<file path="src/sv/quadratic_root_solver_core_macros.svh">
// assertion macros shared by the solver modules
`ifndef QUADRATIC_ROOT_SOLVER_CORE_MACROS_SVH
`define QUADRATIC_ROOT_SOLVER_CORE_MACROS_SVH

// same-cycle implication, checked out of reset
`define QRS_ASSERT_IMP(label, pre, post, msg) \
  label: assert property (@(posedge clk) disable iff (rst) (pre) |-> (post)) else $error(msg);

// next-cycle implication, checked out of reset
`define QRS_ASSERT_NXT(label, pre, post, msg) \
  label: assert property (@(posedge clk) disable iff (rst) (pre) |=> (post)) else $error(msg);

`endif

</file>
<file path="src/sv/qrs_pkg.sv">
// shared types, constants and helpers of the quadratic root solver
package qrs_pkg;

  localparam int QDEPTH = 4;  // power of two, pointers wrap naturally
  localparam int QPTR_W = $clog2(QDEPTH);
  localparam int QCNT_W = $clog2(QDEPTH + 1);

  localparam int SQRT_STEPS = 33;
  localparam int DIV_STEPS  = 32;

  localparam int CFG_IDX_W = 1;
  localparam logic [CFG_IDX_W-1:0] CFG_COEF_TOL = 1'b0;
  localparam logic [CFG_IDX_W-1:0] CFG_DISC_TOL = 1'b1;

  localparam logic [1:0] CNT_NONE = 2'd0;
  localparam logic [1:0] CNT_ONE  = 2'd1;
  localparam logic [1:0] CNT_TWO  = 2'd2;
  localparam logic [1:0] CNT_ALL  = 2'd3;

  localparam logic [31:0] Q_MAX = 32'h7FFF_FFFF;
  localparam logic [31:0] Q_MIN = 32'h8000_0000;

  typedef enum logic [2:0] {
    KIND_NONE,
    KIND_ALL,
    KIND_LINEAR,
    KIND_DOUBLE,
    KIND_TWO
  } kind_t;

  // disc holds 33 digit pairs for the square root
  typedef struct packed {
    kind_t              kind;
    logic signed [31:0] a;
    logic signed [31:0] b;
    logic signed [31:0] c;
    logic [65:0]        disc;
  } item_t;

  typedef struct packed {
    logic              empty;
    logic [QCNT_W-1:0] count;
  } qstat_t;

  function automatic logic [31:0] mag32(logic signed [31:0] v);
    mag32 = v[31] ? 32'(-v) : 32'(v);
  endfunction

endpackage

</file>
<file path="src/sv/qrs_queue.sv">
// short queue between front and back
module qrs_queue (
  input  logic            clk,
  input  logic            rst,
  input  logic            push,
  input  qrs_pkg::item_t  push_item,
  input  logic            pop,
  output qrs_pkg::item_t  head,
  output qrs_pkg::qstat_t qstat
);
  import qrs_pkg::*;

  item_t             ents [QDEPTH];
  logic [QPTR_W-1:0] wr_ptr, rd_ptr;
  logic [QCNT_W-1:0] count;

  always_ff @(posedge clk) begin
    if (rst) begin
      wr_ptr <= '0;
      rd_ptr <= '0;
      count  <= '0;
    end else begin
      if (push) wr_ptr <= wr_ptr + QPTR_W'(1);
      if (pop)  rd_ptr <= rd_ptr + QPTR_W'(1);
      count <= count + QCNT_W'(push) - QCNT_W'(pop);
    end
  end

  always_ff @(posedge clk) begin
    if (push) ents[wr_ptr] <= push_item;
  end

  assign head        = ents[rd_ptr];
  assign qstat.count = count;
  assign qstat.empty = (count == '0);

  `include "quadratic_root_solver_core_macros.svh"

  `QRS_ASSERT_IMP(a_no_overflow, push && !pop, count != QCNT_W'(QDEPTH), "queue overflow")
  `QRS_ASSERT_IMP(a_no_underflow, pop, count != '0, "queue underflow")

endmodule

</file>
<file path="config.mk">
export PLATFORM = sky130hd
export DESIGN_NAME = qrs_queue
export DESIGN_NICKNAME = d
export VERILOG_FILES = /design/src/sv/qrs_pkg.sv /design/src/sv/qrs_queue.sv
export VERILOG_INCLUDE_DIRS = /design/src /design/src/sv
export SDC_FILE = /design/constraint.sdc
export NUM_CORES = 1
export LEC_CHECK = 0
export BUFFER_PORTS_ARGS = -buffer_cell sky130_fd_sc_hd__buf_2
export CAP_MARGIN = 20
export CORE_UTILIZATION = 50
export CTS_CLUSTER_DIAMETER = 200
export DETAILED_ROUTE_END_ITERATION = 12
export GPL_TIMING_DRIVEN = 0
export PLACE_DENSITY = 0.71
export SYNTH_ARGS = -nofsm -noshare
export SYNTH_HDL_FRONTEND = slang
export SYNTH_SLANG_ARGS = --single-unit
</file>
<file path="constraint.sdc">
create_clock -name clk -period 5.6 [get_ports clk]
set_input_delay 0.56 -clock clk [delete_from_list [all_inputs] [get_ports clk]]
set_output_delay 0.56 -clock clk [all_outputs]
set_load 0.02 [all_outputs]
</file>
==> qor.csv <==
metric;value;unit
RSZ-0062 raised after global routing;false;
CP bufs+invs;3;
global-route wire length before repair;68100;um
Mean Syn Cell Area;27.0;um^2
1st-pass router iterations;4;
gpl congestion;0.738;
non-filler instance count after layout;1992;
antenna-violating nets left;0;
final setup fails;0;
CTS sink cnt;669;
total stage count of the critical path;4;
starting density of the core;0.509;
largest area contributor in the netlist;edfxtp_1;
dpl cell area;27200;um^2
Final #Nets;1499;
Max-Cap Viols;0;
post-CTS sizing;0;
maximum clock frequency;326;MHz
DR WL/cell;22.9;um
Remaining DRCs;0;
Top Family by Delay on Critical Path;buffers and inverters;
Global Route Usage Sum;0.186;
Setup CP Type;reg -> out;
CTS clock-pin slew for the worst setup and hold paths;0.06;ns
RR Startpoint;wr_ptr[0]$_SDFFE_PP0P_;
peak supply drop;0.000323;V
number of synthesized flops with an enable pin;660;
Max Root-Sink Buffers;3;
period utilization;0.547;
synth top area cells;edfxtp_1 (81%), mux4_2 (15%), buf_12 (0.90%), dfxtp_1 (0.74%), buf_8 (0.37%);
worst setup path endpoint;head[70];
CP endpoint kind;output pin;
Worst EP required;5.04;ns
share of synthesized registers carrying an async set or reset;0;
fin area;29200;um^2
CTS H-tree lvls;3;
post-CTS setup repair buffer count;0;
row cnt;80;
flops & latches, synth;669;
I/O Buffers;337;
CTS tree;built;
Yosys warnings;0;
total number of vias;10900;
CTS Buf Count;69;
PwrDens;382;nW/um^2
Post-synth top cells;edfxtp_1 (660), mux4_2 (165), buf_2 (16);
Pleak;9.87;nW
startpoint type of the worst setup path;flip-flop;
critical path's slowest cell;clkbuf_1;
critical path's largest stage delay;0.59;ns
Die W;223;um
antenna violations before repair;8;
# IOs;338;
outcome;finished clean;
CP arrival;2.50;ns
Cells after DPL;1867;
Vias per Instance;5.48;
Pwr Total;11.2;mW
Fillers;3283;
core area;47900;um^2
hpwl dp;28500;um
Mapped Cells;903;
vias in the first global route;11400;
cell area after synthesis;24400;um^2
CP dominant cell by count;buf_2;
Clock Latency Late Sink;0.60;ns
crit-path max FO;10;
ys flop type;edfxtp_1;
share of cells above drive strength 1;0.469;
reg-to-reg endpoint;ents[0][97]$_DFFE_PP_;
root buf cell;clkbuf_16;
Syn Nets;1079;
reg-to-reg slack, setup;3.49;ns
Seq/Total Area, Yosys;0.820;
min-delay worst type;in -> reg;
CP cell instances;clkbuf_1 -> buf_2 -> mux4_2 -> buf_2;
Slew Limit Fails;0;
worst r2r path cells;5;
Post-Route Skew;0.0137;ns
Routed WL;45700;um
distinct cell type count after synthesis;22;
DIE HEIGHT;223;um
largest net degree at the start of global routing;56;
Area Overhead vs Synth;19.8;%
Die ar.;49700;um^2
final hold slack;0.176;ns
DRT iter0 DRCs;661;
Tmin final;3.06;ns
actual slew at the worst max-slew pin;0.773;ns
final hold viol count;0;
post-synth top area share;0.813;
Worst slew margin;0.485;
CTS Hold Buffers Added;0;
gr ovfl total;0;
count leader, synth;edfxtp_1;
==> cells in the final DEF, fill, tap and decap left out, types with 2 or more instances in the layout <==
master      instances
and2_4              4
buf_12             11
buf_16             12
buf_2             353
buf_8               6
clkbuf_1           12
clkbuf_16          71
clkinv_1           21
clkinv_2            9
clkinv_4            4
clkinvlp_4          2
dfxtp_1             9
diode_2             3
edfxtp_1          660
ha_1                6
inv_1               6
inv_6               5
mux4_2            165
nor2_1              5
nor2b_1             2
xnor2_1             2
==> per-stage QoR <==
stage	setup TNS [ns]	setup slack, ns	util
finish	0	2.54	0.609
global route	0	2.37	0.609
CTS	0	2.39	0.609
detailed placement	0	2.98	0.567
global placement	-1741.99	-2.66	0.560
floorplan	0	0.738	-
==> flip-flops by register name, indices dropped and copies added (netlist names), named ones only <==
register  cells
ents        660
rd_ptr        2
wr_ptr        2
count         3
==> power by group <==
part | total (mW) | internal (mW) | switching, mW
logic | 1.25 | 0.524 | 0.721
registers | 5.81 | 5.76 | 0.0503
clock network | 4.10 | 2.32 | 1.78
==> worst min path at each step <==
stage | from | endpoint | slack [ns] | cells past startpoint
2_1_floorplan | rd_ptr[1]$_SDFFE_PP0P_ | flip-flop | 0.49 | 2
3_3_place_gp | rd_ptr[0]$_SDFFE_PP0P_ | rd_ptr[1]$_SDFFE_PP0P_ | 0.52 | 2
3_5_place_dp | rd_ptr[0]$_SDFFE_PP0P_ | rd_ptr[1]$_SDFFE_PP0P_ | 0.54 | 2
4_1_cts | push_item[114] | ents[2][114]$_DFFE_PP_ | 0.14 | 1
5_1_grt | push_item[114] | ents[2][114]$_DFFE_PP_ | 0.15 | 1
6_report | push_item[44] | ents[2][44]$_DFFE_PP_ | 0.18 | 1
==> cells by family (layout without fill, tap and decap cells) <==
family / count (synthesis) / in the layout / share of synthesized area
flops: 669 / 669 / 0.820
mux: 166 / 166 / 0.153
buf+inv: 43 / 514 / 0.0180
simple gates: 13 / 13 / 0.00282
fa+ha+maj: 7 / 7 / 0.00390
xor+xnor: 3 / 3 / 0.00169
compound gates: 2 / 2 / 0.000616
other cells: 0 / 3 / 0
==> layout make-up <==
cell class	count	area, um^2	area share
tap	615	769	0.0263
clock buffer	81	1810	0.0621
multi-input combinational	191	3960	0.135
clock inverter	41	218	0.00745
buffer	37	417	0.0143
inverter	6	22.5	0.000771
timing repair buffer	349	2020	0.0690
sequential	669	20000	0.684
antenna	3	7.51	0.000257
==> worst register-to-register path: stages, from the launching register on <==
cell	delay (ns)
dfxtp_1	0.35
inv_1	0.10
ha_1	0.14
and2_4	0.54
buf_16	0.33
buf_16	0.30
==> routing by layer <==
layer | track usage | vias up | part of all wire
met5 | 0 | - | 0.0013
met1 | 0.231 | 5707 | 0.39
li1 | - | 4772 | -
met4 | 0.0676 | 10 | 0.024
met2 | 0.309 | 342 | 0.51
met3 | 0.0581 | 89 | 0.075
Power figures use the tool's default switching activity.
